**config.mk**
```make
export PLATFORM = sky130hd
export DESIGN_NAME = ultrasonic_echo_presence_detector_unit
export DESIGN_NICKNAME = d
export VERILOG_FILES = /design/src/rtl/uepd_pkg.sv /design/src/rtl/ultrasonic_echo_presence_detector_unit.sv /design/src/rtl/uepd_seq.sv
export SDC_FILE = /design/constraint.sdc
export NUM_CORES = 1
export LEC_CHECK = 0
export ABC_AREA = 1
export BUFFER_PORTS_ARGS = -buffer_cell sky130_fd_sc_hd__buf_4
export CORE_MARGIN = 2
export CORE_UTILIZATION = 65
export DETAILED_ROUTE_END_ITERATION = 8
export PLACE_DENSITY = 0.85
export REMOVE_ABC_BUFFERS = 1
export SLEW_MARGIN = 25
export SYNTH_ARGS = -nofsm -noshare
export SYNTH_HDL_FRONTEND = slang
export SYNTH_SLANG_ARGS = --single-unit
export TNS_END_PERCENT = 30
```
**constraint.sdc**
```tcl
create_clock -name clk -period 4.6 [get_ports clk]
set_input_delay 0.69 -clock clk [delete_from_list [all_inputs] [get_ports clk]]
set_output_delay 0.69 -clock clk [all_outputs]
set_load 0.005 [all_outputs]
```
**src/rtl/uepd_pkg.sv**
```systemverilog
// Shared types, codes and defaults for the ultrasonic echo presence detector.
package uepd_pkg;

    // Default counter width for the tick counter
    localparam int COUNT_BITS_DEF = 16;

    // Configuration port geometry
    localparam int CFG_IDX_W  = 2;
    localparam int CFG_DATA_W = 16;

    // Configuration register indexes
    localparam logic [CFG_IDX_W-1:0] CFG_TRIGGER_WIDTH = 2'd0;
    localparam logic [CFG_IDX_W-1:0] CFG_ECHO_WAIT     = 2'd1;
    localparam logic [CFG_IDX_W-1:0] CFG_THRESHOLD     = 2'd2;

    // Configuration reset values
    localparam logic [7:0]  TRIGGER_WIDTH_RST = 8'd10;
    localparam logic [15:0] ECHO_WAIT_RST     = 16'd2500;
    localparam logic [15:0] THRESHOLD_RST     = 16'd1166;

    // Outcome codes
    localparam logic [1:0] OUT_NO_ECHO = 2'd0;
    localparam logic [1:0] OUT_ABSENT  = 2'd1;
    localparam logic [1:0] OUT_PRESENT = 2'd2;

    // Measurement phase
    typedef enum logic [1:0] {
        PH_IDLE = 2'd0,
        PH_TRIG = 2'd1,
        PH_WAIT = 2'd2,
        PH_MEAS = 2'd3
    } phase_t;

    // Input word: one microsecond tick
    typedef struct packed {
        logic start_request;
        logic echo_level;
    } in_word_t;

    // Result word for that tick
    typedef struct packed {
        logic       trigger_level;
        logic       done_res;
        logic [1:0] outcome;
    } out_word_t;

    // Live configuration handed to the sequencer
    typedef struct packed {
        logic [7:0]  trigger_width_us;
        logic [15:0] echo_wait_limit_us;
        logic [15:0] presence_threshold_us;
    } cfg_t;

endpackage

```
**src/rtl/ultrasonic_echo_presence_detector_unit.sv**
```systemverilog
// Top level of the ultrasonic echo presence detector: config, handshake, result register.
//
//  channel | direction | handshake                  | word
//  --------+-----------+----------------------------+--------------------------------
//  in      | input     | in_valid / in_ready        | in_data  (start_request, echo)
//  out     | output    | out_valid / out_ready      | out_data (trigger, done, outcome)
//  cfg     | input     | cfg_we, cfg_index          | cfg_data (16 bits, no read-back)
//
// One word per cycle while the output is not stalled: a tick is decoded combinationally
// against the phase and counter registers and its result is registered on acceptance.
// The input is taken whenever the output register is empty or being drained.
// Reset returns the phase to idle, clears the counter and loads default settings.
// A stalled output holds its word and stops intake until it is taken.
module ultrasonic_echo_presence_detector_unit #(
    parameter int COUNT_BITS = uepd_pkg::COUNT_BITS_DEF
) (
    input  logic                               clk,
    input  logic                               rst_n,
    input  logic                               in_valid,
    output logic                               in_ready,
    input  uepd_pkg::in_word_t                 in_data,
    output logic                               out_valid,
    input  logic                               out_ready,
    output uepd_pkg::out_word_t                out_data,
    input  logic                               cfg_we,
    input  logic [uepd_pkg::CFG_IDX_W-1:0]     cfg_index,
    input  logic [uepd_pkg::CFG_DATA_W-1:0]    cfg_data
);
    import uepd_pkg::*;

    cfg_t      cfg_reg;
    out_word_t res_word;
    out_word_t out_data_reg;
    logic      out_valid_reg;
    logic      in_accept;

    // Configuration registers
    always_ff @(posedge clk or negedge rst_n)
    begin
        if (!rst_n)
        begin
            cfg_reg.trigger_width_us      <= TRIGGER_WIDTH_RST;
            cfg_reg.echo_wait_limit_us    <= ECHO_WAIT_RST;
            cfg_reg.presence_threshold_us <= THRESHOLD_RST;
        end
        else if (cfg_we)
        begin
            unique case (cfg_index)
                CFG_TRIGGER_WIDTH: cfg_reg.trigger_width_us      <= cfg_data[7:0];
                CFG_ECHO_WAIT:     cfg_reg.echo_wait_limit_us    <= cfg_data;
                CFG_THRESHOLD:     cfg_reg.presence_threshold_us <= cfg_data;
                default:           cfg_reg                       <= cfg_reg;
            endcase
        end
    end

    // Intake runs whenever the result register can take a word
    assign in_ready  = !out_valid_reg || out_ready;
    assign in_accept = in_valid && in_ready;

    uepd_seq #(
        .COUNT_BITS (COUNT_BITS)
    ) u_seq (
        .clk      (clk),
        .rst_n    (rst_n),
        .step     (in_accept),
        .in_word  (in_data),
        .cfg      (cfg_reg),
        .res_word (res_word)
    );

    // Result register
    always_ff @(posedge clk or negedge rst_n)
    begin
        if (!rst_n)
        begin
            out_valid_reg <= 1'b0;
        end
        else if (in_accept)
        begin
            out_valid_reg <= 1'b1;
        end
        else if (out_ready)
        begin
            out_valid_reg <= 1'b0;
        end
    end

    always_ff @(posedge clk)
    begin
        if (in_accept)
        begin
            out_data_reg <= res_word;
        end
    end

    assign out_valid = out_valid_reg;
    assign out_data  = out_data_reg;

endmodule

```
**src/rtl/uepd_seq.sv**
```systemverilog
// Phase sequencer and saturating tick counter: one tick per step.
module uepd_seq #(
    parameter int COUNT_BITS = uepd_pkg::COUNT_BITS_DEF
) (
    input  logic                clk,
    input  logic                rst_n,
    input  logic                step,
    input  uepd_pkg::in_word_t  in_word,
    input  uepd_pkg::cfg_t      cfg,
    output uepd_pkg::out_word_t res_word
);
    import uepd_pkg::*;

    localparam int XW = (COUNT_BITS > 16) ? COUNT_BITS : 16;
    localparam logic [COUNT_BITS-1:0] CNT_MAX = {COUNT_BITS{1'b1}};
    localparam logic [COUNT_BITS-1:0] CNT_ONE = COUNT_BITS'(1);

    phase_t                phase_reg, phase_next;
    logic [COUNT_BITS-1:0] cnt_reg, cnt_next;

    logic [COUNT_BITS-1:0] cnt_inc;
    logic [15:0]           limit;
    logic                  hit;
    logic                  trig_short;
    logic                  thr_zero;

    // Saturating increment and limit compare for the active phase
    assign cnt_inc = (cnt_reg == CNT_MAX) ? cnt_reg : cnt_reg + CNT_ONE;

    always_comb
    begin
        unique case (phase_reg)
            PH_TRIG: limit = {8'd0, cfg.trigger_width_us};
            PH_WAIT: limit = cfg.echo_wait_limit_us;
            default: limit = cfg.presence_threshold_us;
        endcase
    end

    assign hit        = (XW'(cnt_inc) >= XW'(limit)) || (cnt_inc == CNT_MAX);
    // widths of zero or one finish the trigger on the start tick
    assign trig_short = (cfg.trigger_width_us <= 8'd1);
    assign thr_zero   = (cfg.presence_threshold_us == 16'd0);

    // Next phase and counter
    always_comb
    begin
        phase_next = phase_reg;
        cnt_next   = cnt_reg;
        unique case (phase_reg)
            PH_IDLE:
            begin
                if (in_word.start_request)
                begin
                    if (trig_short)
                    begin
                        phase_next = PH_WAIT;
                        cnt_next   = '0;
                    end
                    else
                    begin
                        phase_next = PH_TRIG;
                        cnt_next   = CNT_ONE;
                    end
                end
            end
            PH_TRIG:
            begin
                cnt_next = cnt_inc;
                if (hit)
                begin
                    phase_next = PH_WAIT;
                    cnt_next   = '0;
                end
            end
            PH_WAIT:
            begin
                if (in_word.echo_level)
                begin
                    cnt_next   = '0;
                    phase_next = thr_zero ? PH_IDLE : PH_MEAS;
                end
                else
                begin
                    cnt_next = cnt_inc;
                    if (hit)
                    begin
                        phase_next = PH_IDLE;
                        cnt_next   = '0;
                    end
                end
            end
            PH_MEAS:
            begin
                if (!in_word.echo_level)
                begin
                    phase_next = PH_IDLE;
                    cnt_next   = '0;
                end
                else
                begin
                    cnt_next = cnt_inc;
                    if (hit)
                    begin
                        phase_next = PH_IDLE;
                        cnt_next   = '0;
                    end
                end
            end
            default:
            begin
                phase_next = PH_IDLE;
                cnt_next   = '0;
            end
        endcase
    end

    // Result for this tick
    always_comb
    begin
        res_word = '0;
        unique case (phase_reg)
            PH_IDLE:
            begin
                res_word.trigger_level = in_word.start_request;
            end
            PH_TRIG:
            begin
                res_word.trigger_level = 1'b1;
            end
            PH_WAIT:
            begin
                if (in_word.echo_level)
                begin
                    if (thr_zero)
                    begin
                        res_word.done_res = 1'b1;
                        res_word.outcome  = OUT_ABSENT;
                    end
                end
                else if (hit)
                begin
                    res_word.done_res = 1'b1;
                    res_word.outcome  = OUT_NO_ECHO;
                end
            end
            PH_MEAS:
            begin
                if (!in_word.echo_level)
                begin
                    res_word.done_res = 1'b1;
                    res_word.outcome  = OUT_PRESENT;
                end
                else if (hit)
                begin
                    res_word.done_res = 1'b1;
                    res_word.outcome  = OUT_ABSENT;
                end
            end
            default:
            begin
                res_word = '0;
            end
        endcase
    end

    // State registers advance once per accepted tick
    always_ff @(posedge clk or negedge rst_n)
    begin
        if (!rst_n)
        begin
            phase_reg <= PH_IDLE;
            cnt_reg   <= '0;
        end
        else if (step)
        begin
            phase_reg <= phase_next;
            cnt_reg   <= cnt_next;
        end
    end

endmodule
```
# Word-level counts from Yosys, hierarchy flattened
# Cells that the tools add are included.
# classes
add_sub_neg,1
magnitude_cmp,2
eq_ne,9
n_mux,25
n_reduce_logical,13
# op_table
op,n
$mux 16,5
$pmux 16 s4,1
$eq 16x16->1 const B,2
$pmux 16 s2,1
$add 16x1->16 const B,1
$ge 16x16->1,1
$logic_not 16->1,1
$mux 3,5
$mux 2,7
$le 8x1->1 const B,1
$pmux 2 s4,1
$reduce_and 2->1,4
$eq 2x2->1 const B,3
$pmux 3 s2,1
$eq 2x1->1 const B,2
$logic_not 2->1,2
$mux 1,3
$reduce_and 3->1,1
$logic_or 1x1->1,2
$ne 2x1->1 const B,1
$ne 2x2->1 const B,1
$pmux 1 s2,1
$reduce_bool 2->1,1
$logic_and 1x1->1,1
$logic_not 1->1,1
# totals
register_bits,63
inputBits,25
out_inout_bits,6

# Depth between registers and ports, before layout
# Gate-level depths: netlist (run 1).
# logic_depth
depth_word,7
mapped_depth,22

# Cells and area by module
# From an unflattened synthesis (run 1), not the netlist that was laid out.
# unflattened
hier_cells,540
hier_area_um2,4261.6
# by_module_without_submodules
mod,n_inst,cells_each,area_each_um2
uepd_seq,1,351,2301.0
ultrasonic_echo_presence_detector_unit,1,189,1960.6

# Worst setup path after synthesis (run 1)
# Ideal clock, no wire load.
# synth_path
path_type,flip-flop to flip-flop
start,register u_seq.phase_reg[0]
end,register out_data_reg (netlist bit out_data[0]) (data pin)
setup_time_ps,262
arrival_ps,2693
required_time_ps,4338
setup_slack_ps,1645
path_stages_with_launch,18
path_buffers,2
period_less_slack_ps,2955
path_cell_list,dfrtp_1 > inv_1 > ha_1 > clkbuf_1 > inv_1 > a221oi_1 > ha_1 > a21oi_1 > o21ai_0 > nand2_1 > nand3_1 > nand2_1 > nand2_1 > nor2_1 > nand2_4 > inv_4 > buf_12 > o22ai_2
# synth_rtl
element,line_no,text
"start, declared",uepd_seq.sv:18,"phase_t phase_reg, phase_next;"
"start signal, assigned",uepd_seq.sv:176,phase_reg <= phase_next;
"end signal, assigned",ultrasonic_echo_presence_detector_unit.sv:93,out_data_reg <= res_word;
"end, declared",ultrasonic_echo_presence_detector_unit.sv:33,out_word_t out_data_reg;

==> results of run 1 <==
==> layout make-up <==
cell class	instances	area, um2
multi-input combinational	365	1960
sequential	63	1610
timing repair buffer	32	240
inverter	70	265
fill	460	1520
clock inverter	4	22.5
clock buffer	12	135
tap	75	93.8
==> cells in the mapped netlist (2+ instances only) <==
library cell    n
a21oi_1        14
o21ai_0        58
nand4_1         7
xor2_1          2
edfxtp_1        4
nand3_2        11
ha_1           22
nor4_1          3
inv_1          67
nor2_2          4
o21ai_1        12
dfstp_2        12
nand3_1        26
a221oi_1        6
a22oi_1         3
nor2_4          3
nand2_1       143
clkbuf_1       10
dfrtp_1        47
nor3_1          3
nor2_1         31
buf_6           2
inv_2           2
nand2_2         7
nand2_4         2
==> final timing paths <==
kind | slack [ns] | startpoint | end
max in group asynchronous | 3.71 | rst_n | cfg_reg[21]$_DFFE_PN0P_
max | 1.24 | u_seq.phase_reg[1]$_DFFE_PN0P_ | out_data[0]$_DFFE_PP_
min reg2reg | 0.49 | cfg_reg[24]$_DFFE_PN1P_ | cfg_reg[24]$_DFFE_PN1P_
max reg2reg | 1.24 | u_seq.phase_reg[1]$_DFFE_PN0P_ | out_data[0]$_DFFE_PP_
min | 0.40 | rst_n | u_seq.cnt_reg[1]$_DFFE_PN0P_
min in group clk | 0.49 | cfg_reg[24]$_DFFE_PN1P_ | cfg_reg[24]$_DFFE_PN1P_
==> stage by stage <==
step,area [um2],setup WS [ns],instances
floorplan,3830,1.70,498
global placement,4160,1.40,605
detailed placement,4160,1.26,605
CTS,4320,1.25,621
global route,4330,0.836,621
finish,4330,1.24,621
==> metal layers <==
metal  vias to the layer above  global-route usage  wire length (um)
li1                       1732                   -                 -
met1                      1639               0.369              4000
met2                       105               0.452              4150
met3                        16              0.0549               363
met4                         0               0.117               145
met5                         -                   0                 0
==> layout by cell type (no fill, tap or decap), drive strengths merged, types with 2 or more instances in the layout <==
master / count
clkbuf: 12
a221oi: 6
nand3: 37
nor3: 3
nor2: 38
dfrtp: 47
o21ai: 71
buf: 32
nand4: 7
nor4: 3
nand2: 152
dfstp: 12
ha: 22
a21oi: 14
inv: 70
a22oi: 3
edfxtp: 4
xor2: 2
clkinv: 3
==> power breakdown <==
group / total (mW) / switching (mW) / internal, mW
Combinational: 0.729 / 0.461 / 0.268
Clock: 0.410 / 0.217 / 0.193
Sequential: 0.734 / 0.0763 / 0.657
Total: 1.87 / 0.754 / 1.12
==> cells by family (layout without fill, tap and decap cells) <==
family                     after synthesis  after routing
buffers and inverters                   83            118
xor gates and xnor gates                 3              3
AOI/OAI and AO/OA                       98             98
DFF                                     63             63
and+or+nand+nor                        242            242
adders and majority gates               22             22
==> flow_summary.yaml, run 1 <==
status:
  run_status: "finished clean"
worst_setup_path:
  worstSetupPathType: "reg2reg"
  cp_num_cells: 18
  timing.critical_path.cells: "inv_1 -> ha_1 -> nand2_1 -> inv_1 -> nand2_1 -> o21ai_0 -> inv_1 -> ha_1 -> nand2_1 -> inv_1 -> o21ai_0 -> a21oi_1 -> nor2_1 -> nand2_1 -> nor2_1 -> nand2_4 -> inv_4 -> o22ai_2"
  end_kind: "register"
  critPathMaxFanout: 16
  slowest_delay_ns: 0.49
  cp_slowest_cell: "ha_1"
  ff2ff_path_depth: 18
  critical_path.n_buffers_inverters: 5
  cp-start-kind: "register"
  crit_family: "simple AND/OR/NAND/NOR gates"
  crit_arrival_ns: 3.46
  critical_path_rt_ns: 4.70
power:
  power_leakage_nw: 2.11
  p_per_area_mw_per_mm2: 433
  fin_total_pwr_mw: 1.87
  worst_ir_drop_vdd_mv: 0.287
synthesis:
  synthesis.area_mm2: 0.00391
  combinational_family_with_the_most_area_after_synthesis: "simple AND/OR/NAND/NOR gates"
  yosys_register_bits: 63
  synth-main-ff-cell: "dfrtp_1"
  synthXorXnorAreaFrac: 0.00672
  post_synth_and_or_nand_nor_area_fraction: 0.284
  synth_enable_flop_cells: 4
  synthDistinctLibCells: 35
  ys.warnings.count: 0
  ys_seq_area_frac: 0.412
  synth.area.top_cells: "dfrtp_1, nand2_1, dfstp_2"
  yosys.area_share.adder: 0.0704
  synth.mux.area_fraction: 0
  syn_inst: 511
  synth_area_leader: "dfrtp_1"
  synthesized_area_fraction_occupied_by_ao_oa_aoi_and_oai_cells: 0.139
  post_synthesis_average_cell_area_um2: 7.65
  synth_top_area_share: 0.301
  synth-async-reset-ratio: 0.937
floorplan:
  initial_utilization: 0.668
  coreArea_mm2: 0.00585
  floorplan.io_pins: 31
  die_y_um: 81.6
  dieWidth_um: 81.6
  placementRows: 28
  die_area_mm2: 0.00665
clock_network:
  cts_hold_buffers: 0
  clkTransAtPathRegs_ns: 0.08
  clk_latency_ns: 0.35
  post_cts.repair.setup_buffers: 0
  cts_num_sinks: 63
  tritoncts: "yes"
  cts_root_buffer: "clkbuf_8"
  cts_htree_levels: 3
  clk_path_buf_depth: 2
  tritoncts.num_buffers: 9
  post_cts.resized_instances: 0
run:
  reported_max_cap_violation_count: 0
global_routing:
  grt_max_degree: 60
  antenna_violations_before_repair: 0
  grt_pass1_wl_um: 14100
  overall_overflow_remaining_after_global_route: 0
  grtUsageTotal: 0.280
  vias_in_the_first_global_route: 3207
placement:
  hpwl_um: 6450
  port-buffer-count: 30
  gp_routability_congestion: 0.870
finish:
  n_antenna_cell: 0
  final_core_utilization: 0.740
  post_route_cells_drive_above_1_share: 0.165
  fin_nets: 588
  syn2layout_area_growth_pct: 10.7
  largest_register_ff_count: 40
route:
  final_antenna_net_count: 0
  detail_route.iter0.violations: 257
  route.vias.total: 3492
  wl_um: 8650
  dr.pass1.iters: 6
  detail_route.wl_per_cell_um: 13.9
  vias_per_cell: 5.62
  post-route-drc-count: 0
sta:
  holdWs_ns: 0.395
  finalSetupViolCount: 0
  grt_setup_unrepaired: "no"
  timing.fmax_mhz: 297
  final_min_period_over_clock_period: 0.731
  report.final.hold_viol_count: 0
  totalNegativeSetupSlack_ns: 0
  worst_clock_skew_ns: 0.0129
  max_slew.worst_pin.slew_ns: 0.969
  timing.max_slew.rel_slack: 0.352
  slew_viol_final: 0
  finalWorstPathRequiredPeriod_ns: 3.36
hold_path:
  path_category_of_the_worst_min_delay_check: "in2async"
Power figures use the tool's default switching activity.
==> inputs of run 2 (changes only) <==
--- a/config.mk
+++ b/config.mk
@@ -8,9 +8,9 @@
 export ABC_AREA = 1
 export BUFFER_PORTS_ARGS = -buffer_cell sky130_fd_sc_hd__buf_4
 export CORE_MARGIN = 2
-export CORE_UTILIZATION = 65
+export CORE_UTILIZATION = 60
 export DETAILED_ROUTE_END_ITERATION = 8
-export PLACE_DENSITY = 0.85
+export PLACE_DENSITY = 0.8
 export REMOVE_ABC_BUFFERS = 1
 export SLEW_MARGIN = 25
 export SYNTH_ARGS = -nofsm -noshare
==> constraint.sdc (replaced) <==
create_clock -name clk -period 3.3 [get_ports clk]
set_input_delay 0.495 -clock clk [delete_from_list [all_inputs] [get_ports clk]]
set_output_delay 0.495 -clock clk [all_outputs]
set_load 0.005 [all_outputs]
==> flow_summary.yaml, run 2 (synthesis results as in run 1) <==
status:
  run_status: "finished clean"
floorplan:
  coreArea_mm2: 0.00631
  placementRows: 29
  die_area_mm2: 0.00718
  dieWidth_um: 84.7
  initial_utilization: 0.619
  floorplan.io_pins: 31
  die_y_um: 84.7
global_routing:
  grt_pass1_wl_um: 15000
  global_route.usage.met3: 0.0531
  vias_in_the_first_global_route: 3243
  met1_grt_util: 0.352
  grtUsageMet2: 0.432
  grt-busiest-layer: "met2"
  grtUsageTotal: 0.260
  grt_max_degree: 60
  overall_overflow_remaining_after_global_route: 0
  antenna_violations_before_repair: 0
worst_setup_path:
  ff2ff_path_depth: 16
  cp-start-kind: "register"
  timing.critical_path.cells: "inv_1 -> ha_1 -> nand2_1 -> clkinvlp_2 -> a221oi_1 -> ha_1 -> nand2_1 -> nor2_1 -> nand2_1 -> nand3_1 -> nand2_1 -> nand2_1 -> nor2_4 -> nand2_4 -> inv_4 -> o22ai_2"
  slowest_delay_ns: 0.41
  end_kind: "register"
  critPathMaxFanout: 13
  crit_arrival_ns: 3.17
  regToRegStartpoint: "u_seq.phase_reg[0]$_DFFE_PN0P_"
  crit_family: "simple AND/OR/NAND/NOR gates"
  cp_slowest_cell: "dfrtp_1"
  timing.rr.end: "out_data[0]$_DFFE_PP_"
  critical_path_rt_ns: 3.40
  worstSetupPathType: "reg2reg"
  critical_path.n_buffers_inverters: 3
  cp_common_cell: "nand2_1"
  ff2ff_setup_slack_ns: 0.22
clock_network:
  tritoncts.num_buffers: 9
  cts_htree_levels: 3
  cts_hold_buffers: 0
  tritoncts: "yes"
  clk_latency_ns: 0.35
  cts_root_buffer: "clkbuf_8"
  cts_num_sinks: 63
  clk_path_buf_depth: 2
  clkTransAtPathRegs_ns: 0.07
sta:
  final_min_period_over_clock_period: 0.932
  slew_viol_final: 0
  report.final.hold_viol_count: 0
  worst_clock_skew_ns: 0.00832
  timing.fmax_mhz: 325
  finalSetupViolCount: 0
  timing.max_slew.rel_slack: 0.512
  max_slew.worst_pin.slew_ns: 0.731
  finalWorstPathRequiredPeriod_ns: 3.08
finish:
  largest_register_ff_count: 40
  area_of_the_multi_input_gates_mm2: 0.00198
  fin_nets: 593
  n_antenna_cell: 0
  post_route_cells_drive_above_1_share: 0.184
  layout.area.seq_mm2: 0.00161
  final_common_cell: "nand2_1"
  layout_common_cells: "nand2_1, inv_1, o21ai_0"
  postLayoutCellArea_mm2: 0.00443
  fillers: 521
  syn2layout_area_growth_pct: 13.3
hold_path:
  path_category_of_the_worst_min_delay_check: "in2async"
route:
  detail_route.iter0.violations: 209
  dr.pass1.iters: 6
  final_antenna_net_count: 0
  post-route-drc-count: 0
  vias_per_cell: 5.51
  route.vias.total: 3456
  detail_route.wl_per_cell_um: 14.0
  wl_um: 8790
power:
  power_leakage_nw: 2.14
  fin_total_pwr_mw: 2.80
  p_per_area_mw_per_mm2: 631
  worst_ir_drop_vdd_mv: 0.497
run:
  reported_max_cap_violation_count: 0
placement:
  detailed_place.area_mm2: 0.00418
  gp_routability_congestion: 0.891
  port-buffer-count: 30
  hpwl_um: 6370
==> run 2: per-stage QoR <==
stage          worst slack, ns   TNS [ns]   util  instances  hold slack (ns)
3_3_place_gp             0.227          0  0.662        609            0.473
2_1_floorplan            0.405          0      -        498            0.199
3_5_place_dp             0.120          0  0.662        609            0.477
4_1_cts                  0.107          0  0.694        624            0.236
6_report                 0.224          0  0.702        627            0.204
5_1_grt              -0.000238  -0.000238  0.702        627            0.275
==> run 2: repair_timing <==
action | 4_1_cts | 5_1_grt
gates resized for setup | 0 | 6
setup endpoints to repair | 0 | 19
buffers inserted | 0 | 2
==> run 2: worst max-delay path by stage <==
stage	from	end	slack [ns]	cells past startpoint
finish	u_seq.phase_reg[0]$_DFFE_PN0P_	out_data[0]$_DFFE_PP_	0.22	16
global route	u_seq.phase_reg[1]$_DFFE_PN0P_	out_data[2]$_DFFE_PP_	-0.0002	17
CTS	u_seq.phase_reg[0]$_DFFE_PN0P_	out_data[0]$_DFFE_PP_	0.11	16
detailed placement	u_seq.phase_reg[1]$_DFFE_PN0P_	out_data[0]$_DFFE_PP_	0.12	18
global placement	u_seq.phase_reg[0]$_DFFE_PN0P_	out_data[0]$_DFFE_PP_	0.23	16
floorplan	u_seq.phase_reg[0]$_DFFE_PN0P_	out_data[0]$_DFFE_PP_	0.40	18
==> run 2: worst register-to-register path, stage by stage, from the launching register on <==
cell and delay, ns:
dfrtp_1 0.41, inv_1 0.10, ha_1 0.35, nand2_1 0.17
clkinvlp_2 0.23, a221oi_1 0.40, ha_1 0.30, nand2_1 0.06
nor2_1 0.05, nand2_1 0.06, nand3_1 0.07, nand2_1 0.07
nand2_1 0.08, nor2_4 0.14, nand2_4 0.10, inv_4 0.17
o22ai_2 0.08
==> run 2: power breakdown <==
part | internal, mW | total, mW | switching [mW]
Clock | 0.385 | 0.689 | 0.304
Combinational | 0.408 | 1.08 | 0.676
Sequential | 0.917 | 1.02 | 0.106
==> run 2: routing by layer <==
layer / wire [um] / vias to the layer above
met3: 433 / 9
met1: 4060 / 1617
met2: 4210 / 91
li1: - / 1739
met5: 0 / -
met4: 89 / 0
==> run 2: final cells by class <==
cell class,count,share of cell area
repair buffers,36,0.0610
flip-flops and latches,63,0.364
repair inverters,1,0.00113
well taps,77,0.0218
inverters,70,0.0607
multi-input cells,365,0.447
clock inverters,3,0.00960
clock buffers,12,0.0350
